**src/hw/rtl/ssb_pkg.sv**
```systemverilog
// Shared types and constants for the SPI master byte shifter.
`default_nettype none
package ssb_pkg;

    localparam int WORD_BITS_DEF   = 8;
    localparam int CMD_W           = 8;
    localparam int RX_W            = 8;
    localparam int IN_TDATA_W      = 16;
    localparam int OUT_TDATA_W     = 16;
    localparam int QUEUE_DEPTH_DEF = 2;
    localparam int APB_ADDR_W      = 3;
    localparam int APB_DATA_W      = 32;

    localparam logic [APB_ADDR_W-3:0] REG_PHASE_DELAY = '0;
    localparam logic [7:0]            PHASE_DELAY_RST = 8'd10;

    // One tick of the bit sequencer as offered on the input stream.
    typedef struct packed {
        logic             cmd_valid;
        logic [CMD_W-1:0] cmd_byte;
        logic             cmd_last;
        logic             miso;
    } t_tick;

    // Pin levels and receive status after one tick.
    typedef struct packed {
        logic            sck;
        logic            mosi;
        logic            cs_n;
        logic            ready_res;
        logic            rx_valid;
        logic [RX_W-1:0] rx_byte;
    } t_result;

endpackage
`default_nettype wire

```
**src/hw/rtl/ssb_front.sv**
```systemverilog
// Input stage: takes stream transfers, unpacks them and feeds the tick queue.
`default_nettype none
module ssb_front
    import ssb_pkg::*;
(
    input  wire logic                  i_clk,
    input  wire logic                  i_rst_n,
    input  wire logic                  i_tvalid,
    output logic                       o_tready,
    input  wire logic [IN_TDATA_W-1:0] i_tdata,
    input  wire logic                  i_tuser,
    input  wire logic                  i_tlast,
    input  wire logic                  i_q_full,
    output logic                       o_push,
    output t_tick                      o_tick
);

    logic  r_valid;
    t_tick r_tick;
    t_tick n_tick;

    always_comb begin
        n_tick.cmd_valid = i_tuser;
        n_tick.cmd_byte  = i_tdata[CMD_W-1:0];
        n_tick.cmd_last  = i_tlast;
        n_tick.miso      = i_tdata[CMD_W];
    end

    // Hold the staged tick until the queue has room.
    assign o_tready = !r_valid || !i_q_full;
    assign o_push   = r_valid && !i_q_full;
    assign o_tick   = r_tick;

    always_ff @(posedge i_clk) begin
        if (!i_rst_n) begin
            r_valid <= 1'b0;
        end else if (o_tready) begin
            r_valid <= i_tvalid;
        end
        if (o_tready && i_tvalid) begin
            r_tick <= n_tick;
        end
    end

endmodule
`default_nettype wire

```
**src/hw/rtl/ssb_queue.sv**
```systemverilog
// Small register queue between the input stage and the bit sequencer.
`default_nettype none
module ssb_queue
    import ssb_pkg::*;
#(
    parameter int WIDTH = 1,
    parameter int DEPTH = QUEUE_DEPTH_DEF
) (
    input  wire logic             i_clk,
    input  wire logic             i_rst_n,
    input  wire logic             i_push,
    input  wire logic [WIDTH-1:0] i_data,
    output logic                  o_full,
    input  wire logic             i_pop,
    output logic                  o_valid,
    output logic [WIDTH-1:0]      o_data
);

    localparam int PTR_W = (DEPTH > 1) ? $clog2(DEPTH) : 1;
    localparam int CNT_W = $clog2(DEPTH + 1);

    logic [WIDTH-1:0] r_mem [DEPTH];
    logic [PTR_W-1:0] r_wr;
    logic [PTR_W-1:0] r_rd;
    logic [CNT_W-1:0] r_count;
    logic             do_push;
    logic             do_pop;

    assign o_full  = (r_count == CNT_W'(DEPTH));
    assign o_valid = (r_count != '0);
    assign o_data  = r_mem[r_rd];
    assign do_push = i_push && !o_full;
    assign do_pop  = i_pop && o_valid;

    always_ff @(posedge i_clk) begin
        if (!i_rst_n) begin
            r_wr    <= '0;
            r_rd    <= '0;
            r_count <= '0;
        end else begin
            if (do_push) begin
                r_wr <= (r_wr == PTR_W'(DEPTH - 1)) ? '0 : r_wr + PTR_W'(1);
            end
            if (do_pop) begin
                r_rd <= (r_rd == PTR_W'(DEPTH - 1)) ? '0 : r_rd + PTR_W'(1);
            end
            if (do_push && !do_pop) begin
                r_count <= r_count + CNT_W'(1);
            end else if (do_pop && !do_push) begin
                r_count <= r_count - CNT_W'(1);
            end
        end
        if (do_push) begin
            r_mem[r_wr] <= i_data;
        end
    end

endmodule
`default_nettype wire

```
**src/hw/rtl/ssb_back.sv**
```systemverilog
// Bit sequencer: runs one tick per queued item and registers the pin levels.
`default_nettype none
module ssb_back
    import ssb_pkg::*;
#(
    parameter int WORD_BITS = WORD_BITS_DEF
) (
    input  wire logic       i_clk,
    input  wire logic       i_rst_n,
    input  wire logic [7:0] i_phase_delay,
    input  wire logic       i_q_valid,
    input  wire t_tick      i_tick,
    output logic            o_pop,
    output logic            o_valid,
    input  wire logic       i_ready,
    output t_result         o_result
);

    localparam int BL_W = $clog2(WORD_BITS + 1);

    typedef enum logic [1:0] {PH_IDLE, PH_SETUP, PH_HIGH, PH_LOW} t_phase;

    t_phase               r_phase,   n_phase;
    logic [WORD_BITS-1:0] r_shift,   n_shift;
    logic [BL_W-1:0]      r_bits,    n_bits;
    logic [7:0]           r_delay,   n_delay;
    logic                 r_sel,     n_sel;
    logic                 r_release, n_release;
    logic                 r_mosi,    n_mosi;
    logic                 r_out_valid;
    t_result              r_out;
    t_result              n_out;

    logic [7:0]               dly;
    logic                     phase_done;
    logic                     rx_valid;
    logic [WORD_BITS+CMD_W-1:0] cmd_ext;
    logic [WORD_BITS+RX_W-1:0]  rx_ext;

    assign o_pop    = i_q_valid && (!r_out_valid || i_ready);
    assign o_valid  = r_out_valid;
    assign o_result = r_out;

    assign dly     = (i_phase_delay == 8'd0) ? 8'd1 : i_phase_delay;
    assign cmd_ext = {{WORD_BITS{1'b0}}, i_tick.cmd_byte};
    assign rx_ext  = {{RX_W{1'b0}}, r_shift};

    always_comb begin
        n_phase    = r_phase;
        n_shift    = r_shift;
        n_bits     = r_bits;
        n_delay    = r_delay;
        n_sel      = r_sel;
        n_release  = r_release;
        n_mosi     = r_mosi;
        rx_valid   = 1'b0;
        phase_done = 1'b0;

        if (r_phase != PH_IDLE) begin
            if (r_delay > 8'd1) begin
                n_delay = r_delay - 8'd1;
            end else begin
                phase_done = 1'b1;
            end
        end

        case (r_phase)
            PH_IDLE: begin
                if (i_tick.cmd_valid) begin
                    n_shift   = cmd_ext[WORD_BITS-1:0];
                    n_bits    = BL_W'(WORD_BITS);
                    n_release = i_tick.cmd_last;
                    n_sel     = 1'b1;
                    n_mosi    = cmd_ext[WORD_BITS-1];
                    n_phase   = PH_SETUP;
                    n_delay   = dly;
                end
            end
            PH_SETUP: begin
                if (phase_done) begin
                    n_phase = PH_HIGH;
                    n_delay = dly;
                end
            end
            PH_HIGH: begin
                // Sample MISO on the last tick before SCK falls.
                if (phase_done) begin
                    n_shift = {r_shift[WORD_BITS-2:0], i_tick.miso};
                    if (r_bits != '0) begin
                        n_bits = r_bits - BL_W'(1);
                    end
                    n_phase = PH_LOW;
                    n_delay = dly;
                end
            end
            PH_LOW: begin
                if (phase_done) begin
                    if (r_bits != '0) begin
                        n_mosi  = r_shift[WORD_BITS-1];
                        n_phase = PH_SETUP;
                        n_delay = dly;
                    end else begin
                        rx_valid = 1'b1;
                        if (r_release) begin
                            n_sel     = 1'b0;
                            n_mosi    = 1'b1;
                            n_release = 1'b0;
                        end
                        n_phase = PH_IDLE;
                        n_delay = 8'd0;
                    end
                end
            end
            default: begin
                n_phase = PH_IDLE;
            end
        endcase

        n_out.sck       = (n_phase == PH_HIGH);
        n_out.mosi      = n_mosi;
        n_out.cs_n      = !n_sel;
        n_out.ready_res = (n_phase == PH_IDLE);
        n_out.rx_valid  = rx_valid;
        n_out.rx_byte   = rx_valid ? rx_ext[RX_W-1:0] : '0;
    end

    always_ff @(posedge i_clk) begin
        if (!i_rst_n) begin
            r_phase     <= PH_IDLE;
            r_shift     <= '0;
            r_bits      <= '0;
            r_delay     <= 8'd0;
            r_sel       <= 1'b0;
            r_release   <= 1'b0;
            r_mosi      <= 1'b1;
            r_out_valid <= 1'b0;
        end else if (o_pop) begin
            r_phase     <= n_phase;
            r_shift     <= n_shift;
            r_bits      <= n_bits;
            r_delay     <= n_delay;
            r_sel       <= n_sel;
            r_release   <= n_release;
            r_mosi      <= n_mosi;
            r_out_valid <= 1'b1;
        end else if (i_ready) begin
            r_out_valid <= 1'b0;
        end
        if (o_pop) begin
            r_out <= n_out;
        end
    end

endmodule
`default_nettype wire

```
**src/hw/rtl/spi_master_byte_shifter_unit.sv**
```systemverilog
// Top level of the SPI master byte shifter: stream ports, register port, core.
//
// SPI master in mode 0, most significant bit first. Every input transfer is
// one tick of the bit sequencer and yields exactly one output transfer with
// the SCK, MOSI and chip-select levels after that tick, plus the received
// word on the tick it completes. One transfer is taken per clock in steady
// state while the output is not stalled. A result passes through the input
// stage register, the tick queue entry and the output register, which the
// sequencer step writes, before it can transfer. The sequencer advances one
// tick per cycle while the output accepts results, which sets the throughput.
// Each bit spends phase_delay ticks with SCK low, high and low again
// (register 0, reset 10, 0 acts as 1); write it only while no transfer is
// in flight.
`default_nettype none
module spi_master_byte_shifter_unit
    import ssb_pkg::*;
#(
    parameter int WORD_BITS   = WORD_BITS_DEF,
    parameter int QUEUE_DEPTH = QUEUE_DEPTH_DEF
) (
    input  wire logic                   i_clk,
    input  wire logic                   i_rst_n,
    // Input ticks
    input  wire logic                   s_axis_tvalid,
    output logic                        s_axis_tready,
    // [7:0] cmd_byte, [8] miso, [15:9] zero
    input  wire logic [IN_TDATA_W-1:0]  s_axis_tdata,
    // [0] cmd_valid
    input  wire logic                   s_axis_tuser,
    input  wire logic                   s_axis_tlast,
    // Results
    output logic                        m_axis_tvalid,
    input  wire logic                   m_axis_tready,
    // [0] sck, [1] mosi, [2] cs_n, [3] ready_res, [11:4] rx_byte, [15:12] zero
    output logic [OUT_TDATA_W-1:0]      m_axis_tdata,
    // [0] rx_valid
    output logic                        m_axis_tuser,
    // Register port
    input  wire logic                   psel,
    input  wire logic                   penable,
    input  wire logic                   pwrite,
    input  wire logic [APB_ADDR_W-1:0]  paddr,
    input  wire logic [APB_DATA_W-1:0]  pwdata,
    output logic [APB_DATA_W-1:0]       prdata,
    output logic                        pready
);

    localparam int TICK_W = $bits(t_tick);

    logic       reg_wr;
    logic [7:0] r_phase_delay_q;
    logic       reg_hit;

    logic              q_full;
    logic              q_push;
    logic              q_pop;
    logic              q_valid;
    t_tick             front_tick;
    logic [TICK_W-1:0] q_data;
    t_tick             back_tick;
    t_result           result;

    // Register file: a single delay register.
    assign pready  = 1'b1;
    assign reg_hit = (paddr[APB_ADDR_W-1:2] == REG_PHASE_DELAY);
    assign reg_wr  = psel && penable && pwrite && pready && reg_hit;
    assign prdata  = reg_hit ? {{(APB_DATA_W-8){1'b0}}, r_phase_delay_q} : '0;

    always_ff @(posedge i_clk) begin
        if (!i_rst_n) begin
            r_phase_delay_q <= PHASE_DELAY_RST;
        end else if (reg_wr) begin
            r_phase_delay_q <= pwdata[7:0];
        end
    end

    ssb_front u_front (
        .i_clk    (i_clk),
        .i_rst_n  (i_rst_n),
        .i_tvalid (s_axis_tvalid),
        .o_tready (s_axis_tready),
        .i_tdata  (s_axis_tdata),
        .i_tuser  (s_axis_tuser),
        .i_tlast  (s_axis_tlast),
        .i_q_full (q_full),
        .o_push   (q_push),
        .o_tick   (front_tick)
    );

    ssb_queue #(
        .WIDTH (TICK_W),
        .DEPTH (QUEUE_DEPTH)
    ) u_queue (
        .i_clk   (i_clk),
        .i_rst_n (i_rst_n),
        .i_push  (q_push),
        .i_data  (front_tick),
        .o_full  (q_full),
        .i_pop   (q_pop),
        .o_valid (q_valid),
        .o_data  (q_data)
    );

    assign back_tick = t_tick'(q_data);

    ssb_back #(
        .WORD_BITS (WORD_BITS)
    ) u_back (
        .i_clk         (i_clk),
        .i_rst_n       (i_rst_n),
        .i_phase_delay (r_phase_delay_q),
        .i_q_valid     (q_valid),
        .i_tick        (back_tick),
        .o_pop         (q_pop),
        .o_valid       (m_axis_tvalid),
        .i_ready       (m_axis_tready),
        .o_result      (result)
    );

    assign m_axis_tdata = {{(OUT_TDATA_W-4-RX_W){1'b0}}, result.rx_byte,
                           result.ready_res, result.cs_n, result.mosi, result.sck};
    assign m_axis_tuser = result.rx_valid;

endmodule
`default_nettype wire

```
**config.mk**
```make
export PLATFORM = sky130hd
export DESIGN_NAME = spi_master_byte_shifter_unit
export DESIGN_NICKNAME = d
export VERILOG_FILES = /design/src/hw/rtl/ssb_pkg.sv /design/src/hw/rtl/ssb_front.sv /design/src/hw/rtl/ssb_queue.sv /design/src/hw/rtl/ssb_back.sv /design/src/hw/rtl/spi_master_byte_shifter_unit.sv
export SDC_FILE = /design/constraint.sdc
export NUM_CORES = 1
export LEC_CHECK = 0
export ABC_AREA = 1
export BUFFER_PORTS_ARGS = -buffer_cell sky130_fd_sc_hd__buf_2
export CAP_MARGIN = 30
export CORE_MARGIN = 2
export CORE_UTILIZATION = 35
export DETAILED_ROUTE_END_ITERATION = 10
export GPL_ROUTABILITY_DRIVEN = 0
export HOLD_SLACK_MARGIN = 0.02
export MAX_ROUTING_LAYER = met4
export PLACE_DENSITY_LB_ADDON = 0.2
export SLEW_MARGIN = 15
export SYNTH_ARGS = -nofsm -noshare
export SYNTH_HDL_FRONTEND = slang
export SYNTH_SLANG_ARGS = --single-unit
```
**constraint.sdc**
```tcl
create_clock -name i_clk -period 2.2 [get_ports i_clk]
set_clock_uncertainty 0.1 [all_clocks]
set_input_delay 0.11 -clock i_clk [delete_from_list [all_inputs] [get_ports i_clk]]
set_output_delay 0.11 -clock i_clk [all_outputs]
set_load 0.02 [all_outputs]
```
==> metrics list, run 1 <==
- TritonCTS built the clock tree.
* Largest cells by area after synthesis: edfxtp_1, dfxtp_1, nand2_1, buf_4, o21ai_0
* Cells after synthesis: 505
- Cell depth of the worst flop-to-flop path: 9
- Number of nets at the end of the flow: 655
- Hold/Removal Path Class: input pin to register
* Max VDD drop: 0.597 mV
- Relative slew margins: 0.509
* Register-to-register setup slack: 180 ps
* Cell Count Post-Placement: 719
* Fin cells: 759
- Row generation in the floorplan step produced 40 rows.
- Before antenna repair, the detailed router went through 4 iterations.
* Area share of the largest cell type after synthesis: 0.319
- Counting flops with a built-in enable in the synthesized netlist gives 46.
- For this configuration, the core starts out at a cell density of 0.359.
- Die footprint: 0.0133 mm2
- Hold Startpoint: psel
- Summed over all instances, the cell type with the most area after synthesis is edfxtp_1.
- The total area inside the core boundary comes to 0.0121 mm2.
* Worst skew pair latency: 340 ps
* Count of input and output buffers: 49
- Crit Path Max Fanout: 10
- After global routing the overflow that remains totals 0.
- Setup violations remaining at the end of the flow were counted as 0.
- Area delta synth->final: 20.8%
- For this run, asynchronously set or reset flops after synthesis account for 0.
* Met3 Track Usage GR: 0.0279
- The netlist uses 37 different library cells.
- Of the synthesized area, sequential elements account for 0.503.
- After clock tree synthesis, the clock-pin slew on the worst setup and hold paths is 70 ps.
- After detailed routing, the number of vias per cell comes to 4.52.
- Setup CP Type: register to register
* Clock root buffer: clkbuf_16
- Adding up every negative setup slack in the final design gives 0 ps.
- Busiest layer in global routing: met2
- Die width: 115 um
- Synth Area per Inst: 8.58 um2
* Worst setup EP type: register
- Violation count after the first detailed-route iteration: 137
- Total CTS buffers: 9
- For hold timing, the worst endpoint is r_phase_delay_q[1].
- Final max-slew violation count: 0
- Data arrival time of the worst path: 2140 ps
- Clock sink count: 86
* Met1 GRT Util: 0.207
- Detailed routing inserted a total of 3432 vias.
- The worst register-to-register path ends at u_back.r_delay[2].
- DRC: 0
- Slew at the pin closest to its max-slew limit: 735 ps
- Y dimension of the die: 115 um
- Share of cells above drive strength 1: 0.200
- For met2 alone, demand over resource in global routing was 0.240.
- The worst hold path passes through 3 cells.
* Count of pins on the block boundary: 112
- The via count of the first global-routing pass came to 3286.
* Number of antenna diodes: 0
- Post-DRT Antenna Nets: 0
* Synthesized cell area: 0.00434 mm2
- Summed over all cells, the static leakage comes to 2.19 nW.
- Largest net degree at the start of global routing: 33
* Total global routing track utilization: 0.156
- Start point of the critical path: u_back.r_delay[0]
- Number of maximum-capacitance constraint violations: 0
- HPWL after DPL: 6690 um
- Number of storage elements in the synthesis netlist: 86
- Counting along the longest clock path gives a buffer depth of 2.
- Total detailed-routing wirelength: 9420 um
- Result of the run: completed
- After detailed routing, the average wire length per cell comes to 12.4 um.
- Number of antenna violations at the first check in global routing: 0
- The H-tree was split into 3 levels.
- Nature of the critical path startpoint: register
* Global-route wire length before repair: 15900 um
- Main flop type after synthesis: edfxtp_1
* Fraction of the core area covered by cells at the end of the flow: 0.434
- Endpoints failing hold: 0
- Crit path required time: 2320 ps
- For this run, the number of Yosys warnings is 0.
- Achievable frequency: 495 MHz
* Critical register-to-register path startpoint: u_back.r_delay[0]
- Min Clock Period, post-route: 2020 ps
- In the finished design, the share of the clock period the worst path needs comes to 0.917.
* Power per Cell Area: 1210 mW/mm2
- Setup repair after global routing left no endpoint under its margin.
-- logic make-up after synthesis --
| kind of cell | share of synthesized area |
|---|---|
| fa+ha+maj | 0.0260 |
| compound gates | 0.120 |
| xor+xnor | 0.00202 |
| buf+inv | 0.116 |
| mux | 0.00231 |
| simple gates | 0.228 |
| flops | 0.503 |
| other cells | 0.00173 |
-- metal layers --
metal / wire (um) / vias up
met1: 4500 / 1539
met5: 0 / -
li1: - / 1775
met2: 4290 / 104
met3: 467 / 14
met4: 163 / 0
-- worst max-delay path by stage --
stage / to / slack [ps] / cells past startpoint
detailed placement: u_back.o_result[2] / 150 / 10
finish: u_back.r_delay[2] / 180 / 9
floorplan: u_back.o_result[12] / 350 / 11
CTS: u_back.r_delay[2] / 150 / 9
global route: u_back.o_result[6] / 10 / 10
global placement: u_back.r_shift[2] / 180 / 9
-- area by class of cell --
class | instances | area, um2
timing repair buffer | 85 | 571
clock inverter | 7 | 70.1
tap | 168 | 210
fill | 1209 | 6830
multi-input combinational | 345 | 1760
clock buffer | 9 | 225
sequential | 86 | 2180
inverter | 59 | 223
-- synth_stat cells, types with 2 or more instances --
| master | count |
|---|---|
| nand3_2 | 8 |
| o21ai_0 | 42 |
| edfxtp_1 | 46 |
| dfxtp_1 | 40 |
| nand2_2 | 4 |
| o21ai_1 | 3 |
| a21oi_1 | 35 |
| nand3_4 | 2 |
| buf_2 | 5 |
| conb_1 | 2 |
| nor2_2 | 5 |
| ha_1 | 9 |
| nand3_1 | 40 |
| inv_1 | 53 |
| buf_4 | 29 |
| a21oi_2 | 8 |
| nand4_1 | 4 |
| nand2_1 | 93 |
| nor3_1 | 3 |
| nor2_1 | 47 |
| clkbuf_1 | 6 |
| o211ai_1 | 2 |
| inv_2 | 5 |
-- layout by cell type (no fill, tap or decap), drive strengths merged, types with 9 or more instances in the layout --
master | Yosys | routed
a21oi | 43 | 43
buf | 35 | 63
clkbuf | 7 | 9
conb | 2 | 29
dfxtp | 40 | 40
dlygate4sd3 | 0 | 22
edfxtp | 46 | 46
ha | 9 | 9
inv | 58 | 63
nand2 | 99 | 99
nand3 | 50 | 50
nor2 | 52 | 52
o21ai | 46 | 46
-- registers in the layout, summed over array words and instances (netlist names), 2 cells and up, named ones only --
signal           cells
u_back.o_result     13
u_back.r_phase       2
u_back.r_bits        4
r_phase_delay_q      8
u_queue.r_count      2
u_back.r_shift       8
u_front.o_tick      11
u_queue.r_mem       22
u_back.r_delay       8
-- report_power, final --
group | total [W] | switching [W] | internal [W]
Combinational | 0.00248 | 0.00165 | 0.000826
Sequential | 0.00232 | 0.000209 | 0.00211
Clock | 0.00151 | 0.000711 | 0.000803
-- critical path, stage by stage, from the launching register on --
cell	delay, ps
dfxtp_1	330
inv_1	110
ha_2	250
nor2_1	60
nor2_1	120
nand3_2	180
nand2_1	140
nand3_2	230
o21ai_0	270
a21oi_1	90
-- timing repair --
action	in CTS	in global routing
resized for setup	0	2
hold buffers	22	0
hold endpoints to repair	23	0
setup buffers	0	0
setup endpoints to repair	0	17
-- through the flow --
| stage | total power [W] | hold slack (ps) | worst slack [ps] | area, um2 |
|---|---|---|---|---|
| 6_report | 0.00631 | 106 | 182 | 5240 |
| 5_1_grt | 0.00677 | 148 | 9.53 | 5240 |
| 4_1_cts | 0.00633 | 108 | 147 | 5220 |
| 3_5_place_dp | 0.00479 | 188 | 154 | 4700 |
| 3_3_place_gp | 0.00474 | 186 | 176 | 4700 |
| 2_1_floorplan | 0.00413 | 109 | 355 | 4440 |
(Power assumes the default switching activity.)
==> inputs of run 2 (changes only) <==
MAX_ROUTING_LAYER = unset   (was met4)
clock period = 1.9 ns   (was 2.2 ns; I/O delays follow)
==> metrics list, run 2 (synthesis results as in run 1) <==
- Met3 routed wirelength: 380 um
- DR vias: 3497
- After the first detailed-routing iteration, the DRC count stood at 160.
- Total CTS buffers: 9
- OpenSTA, run right after detailed placement, puts the worst setup slack at -0.349 ps.
- Floorplan Core Area: 0.0121 mm2
- Leaving out fill and tap cells, the most frequent cells in the layout are nand2_1, inv_1, buf_2.
* Number of vias per cell after detailed routing: 4.51
* Final max-slew violation count: 0
* Largest net degree at the start of global routing: 33
* Total detailed-routing wirelength: 9390 um
- Total global routing track utilization: 0.151
- Achievable frequency: 558 MHz
- Setup CP Type: register to register
- TritonCTS clock tree: done
- Global-route wire length before repair: 15700 um
- The worst hold path belongs to the class input pin to register.
- The longest clock path from root to sink contains 2 buffers.
- Result of the run: completed
- Max VDD drop: 0.625 mV
* Count of pins on the block boundary: 112
- Die width: 115 um
* Area delta synth->final: 25.8%
- Worst skew pair latency: 340 ps
- Routed length on met1: 4680 um
- Fin cells: 776
- Cell area reported after detailed placement: 0.00482 mm2
- Number of nets at the end of the flow: 672
- Detailed routing placed a total of 4130 um of wire on met2.
* Leading cell type in the layout, fill and taps excluded: nand2_1
- The highest layer touched by signal routing is met4.
- Reg with most FFs: u_queue.r_mem
- The floorplan step set the die height to 115 um.
- In this run, placement finished with an instance count of 733.
- Data arrival time of the worst path: 1920 ps
* Via count of the first global-routing pass: 3202
- Summed over all cells, the static leakage comes to 2.30 nW.
- In the post-route analysis, the smallest setup slack over all paths is 109 ps.
- Crit Path Max Fanout: 7
- The worst setup path is captured at a register.
- Starting density of the core: 0.359
* Count of input and output buffers: 49
- Setup violations remaining at the end of the flow were counted as 0.
- H-tree level count: 3
- Placement row count: 40
* Number of antenna diodes: 0
- Global route overflow: 0
- DRC: 0
- Dividing the detail-routed wire length by the instance count gives 12.1 um.
- Non-Filler Cell Area, Final: 0.00545 mm2
* Number of maximum-capacitance constraint violations: 0
- First-pass detailed-route iteration total: 4
- Min Clock Period, post-route: 1790 ps
- In this run the remaining antenna-violating nets after routing total 0.
- The register with the most flip-flops in the layout has 22 of them.
- Power consumption: 0.00754 W
* Power per Cell Area: 1380 mW/mm2
- Endpoints failing hold: 0
- Crit path required time: 2030 ps
* Nature of the critical path startpoint: register
* Clock root buffer: clkbuf_16
- Dividing the final minimum period by the clock period gives 0.942.
- Number of antenna violations at the first check in global routing: 0
* Clock transition at the registers of the reported paths: 70 ps
* Clock sink count: 86
- Share of cells above drive strength 1: 0.245
* Die footprint: 0.0133 mm2
* HPWL after DPL: 6610 um
run 2: timing repair:
action,4_1_cts,5_1_grt
cloned,0,0
endpoints found under the setup margin,1,30
buffers inserted,0,4
resized for setup,1,22
hold endpoints to repair,21,0
hold buffers,21,0
pin swaps,0,9
run 2: final cells by class:
cell class / count / area [um2]
clock buffer: 9 / 225
clock inverter: 7 / 67.6
fill: 1215 / 6610
inverter: 59 / 224
multi-input combinational: 345 / 1820
sequential: 86 / 2180
tap: 168 / 210
timing repair buffer: 102 / 724
run 2: path summary, 6_finish.rpt:
check | startpoint | end | slack, ps | cells past startpoint
hold / removal | psel | r_phase_delay_q[3] | 100 | 3
hold reg to reg | u_front.o_tick[7] | u_queue.r_mem[1][7] | 350 | 0
setup / recovery | u_back.r_delay[0] | u_back.r_shift[2] | 110 | 10
setup reg to reg | u_back.r_delay[0] | u_back.r_shift[2] | 110 | 10
run 2: per-stage QoR:
stage / utilization / hold WS [ps] / setup TNS (ps)
finish: 0.452 / 98.6 / 0
global route: 0.452 / 122 / -78.0
CTS: 0.441 / 103 / 0
detailed placement: 0.399 / 173 / -0.349
global placement: 0.399 / 172 / 0
floorplan: - / 93.9 / 0
run 2: report_power, final:
group | leakage [nW] | switching (W) | internal [W]
Clock | 0.139 | 0.000804 | 0.000918
Sequential | 0.765 | 0.000245 | 0.00245
Combinational | 1.39 | 0.00196 | 0.00116
Total | 2.30 | 0.00301 | 0.00453
run 2: critical path: stages (launching register included):
cell and delay (ps):
dfxtp_2 350, inv_2 80, ha_4 140, nor2_1 40, nor2_1 110, nand3_2 210, inv_4 150, nand3_4 170
buf_12 180, nand3_1 80, a21oi_2 60
run 2: routing by layer:
metal | GRT usage | vias up
met5 | 0 | -
met1 | 0.210 | 1585
li1 | - | 1810
met3 | 0.0227 | 15
met2 | 0.231 | 87
met4 | 0.0683 | 0
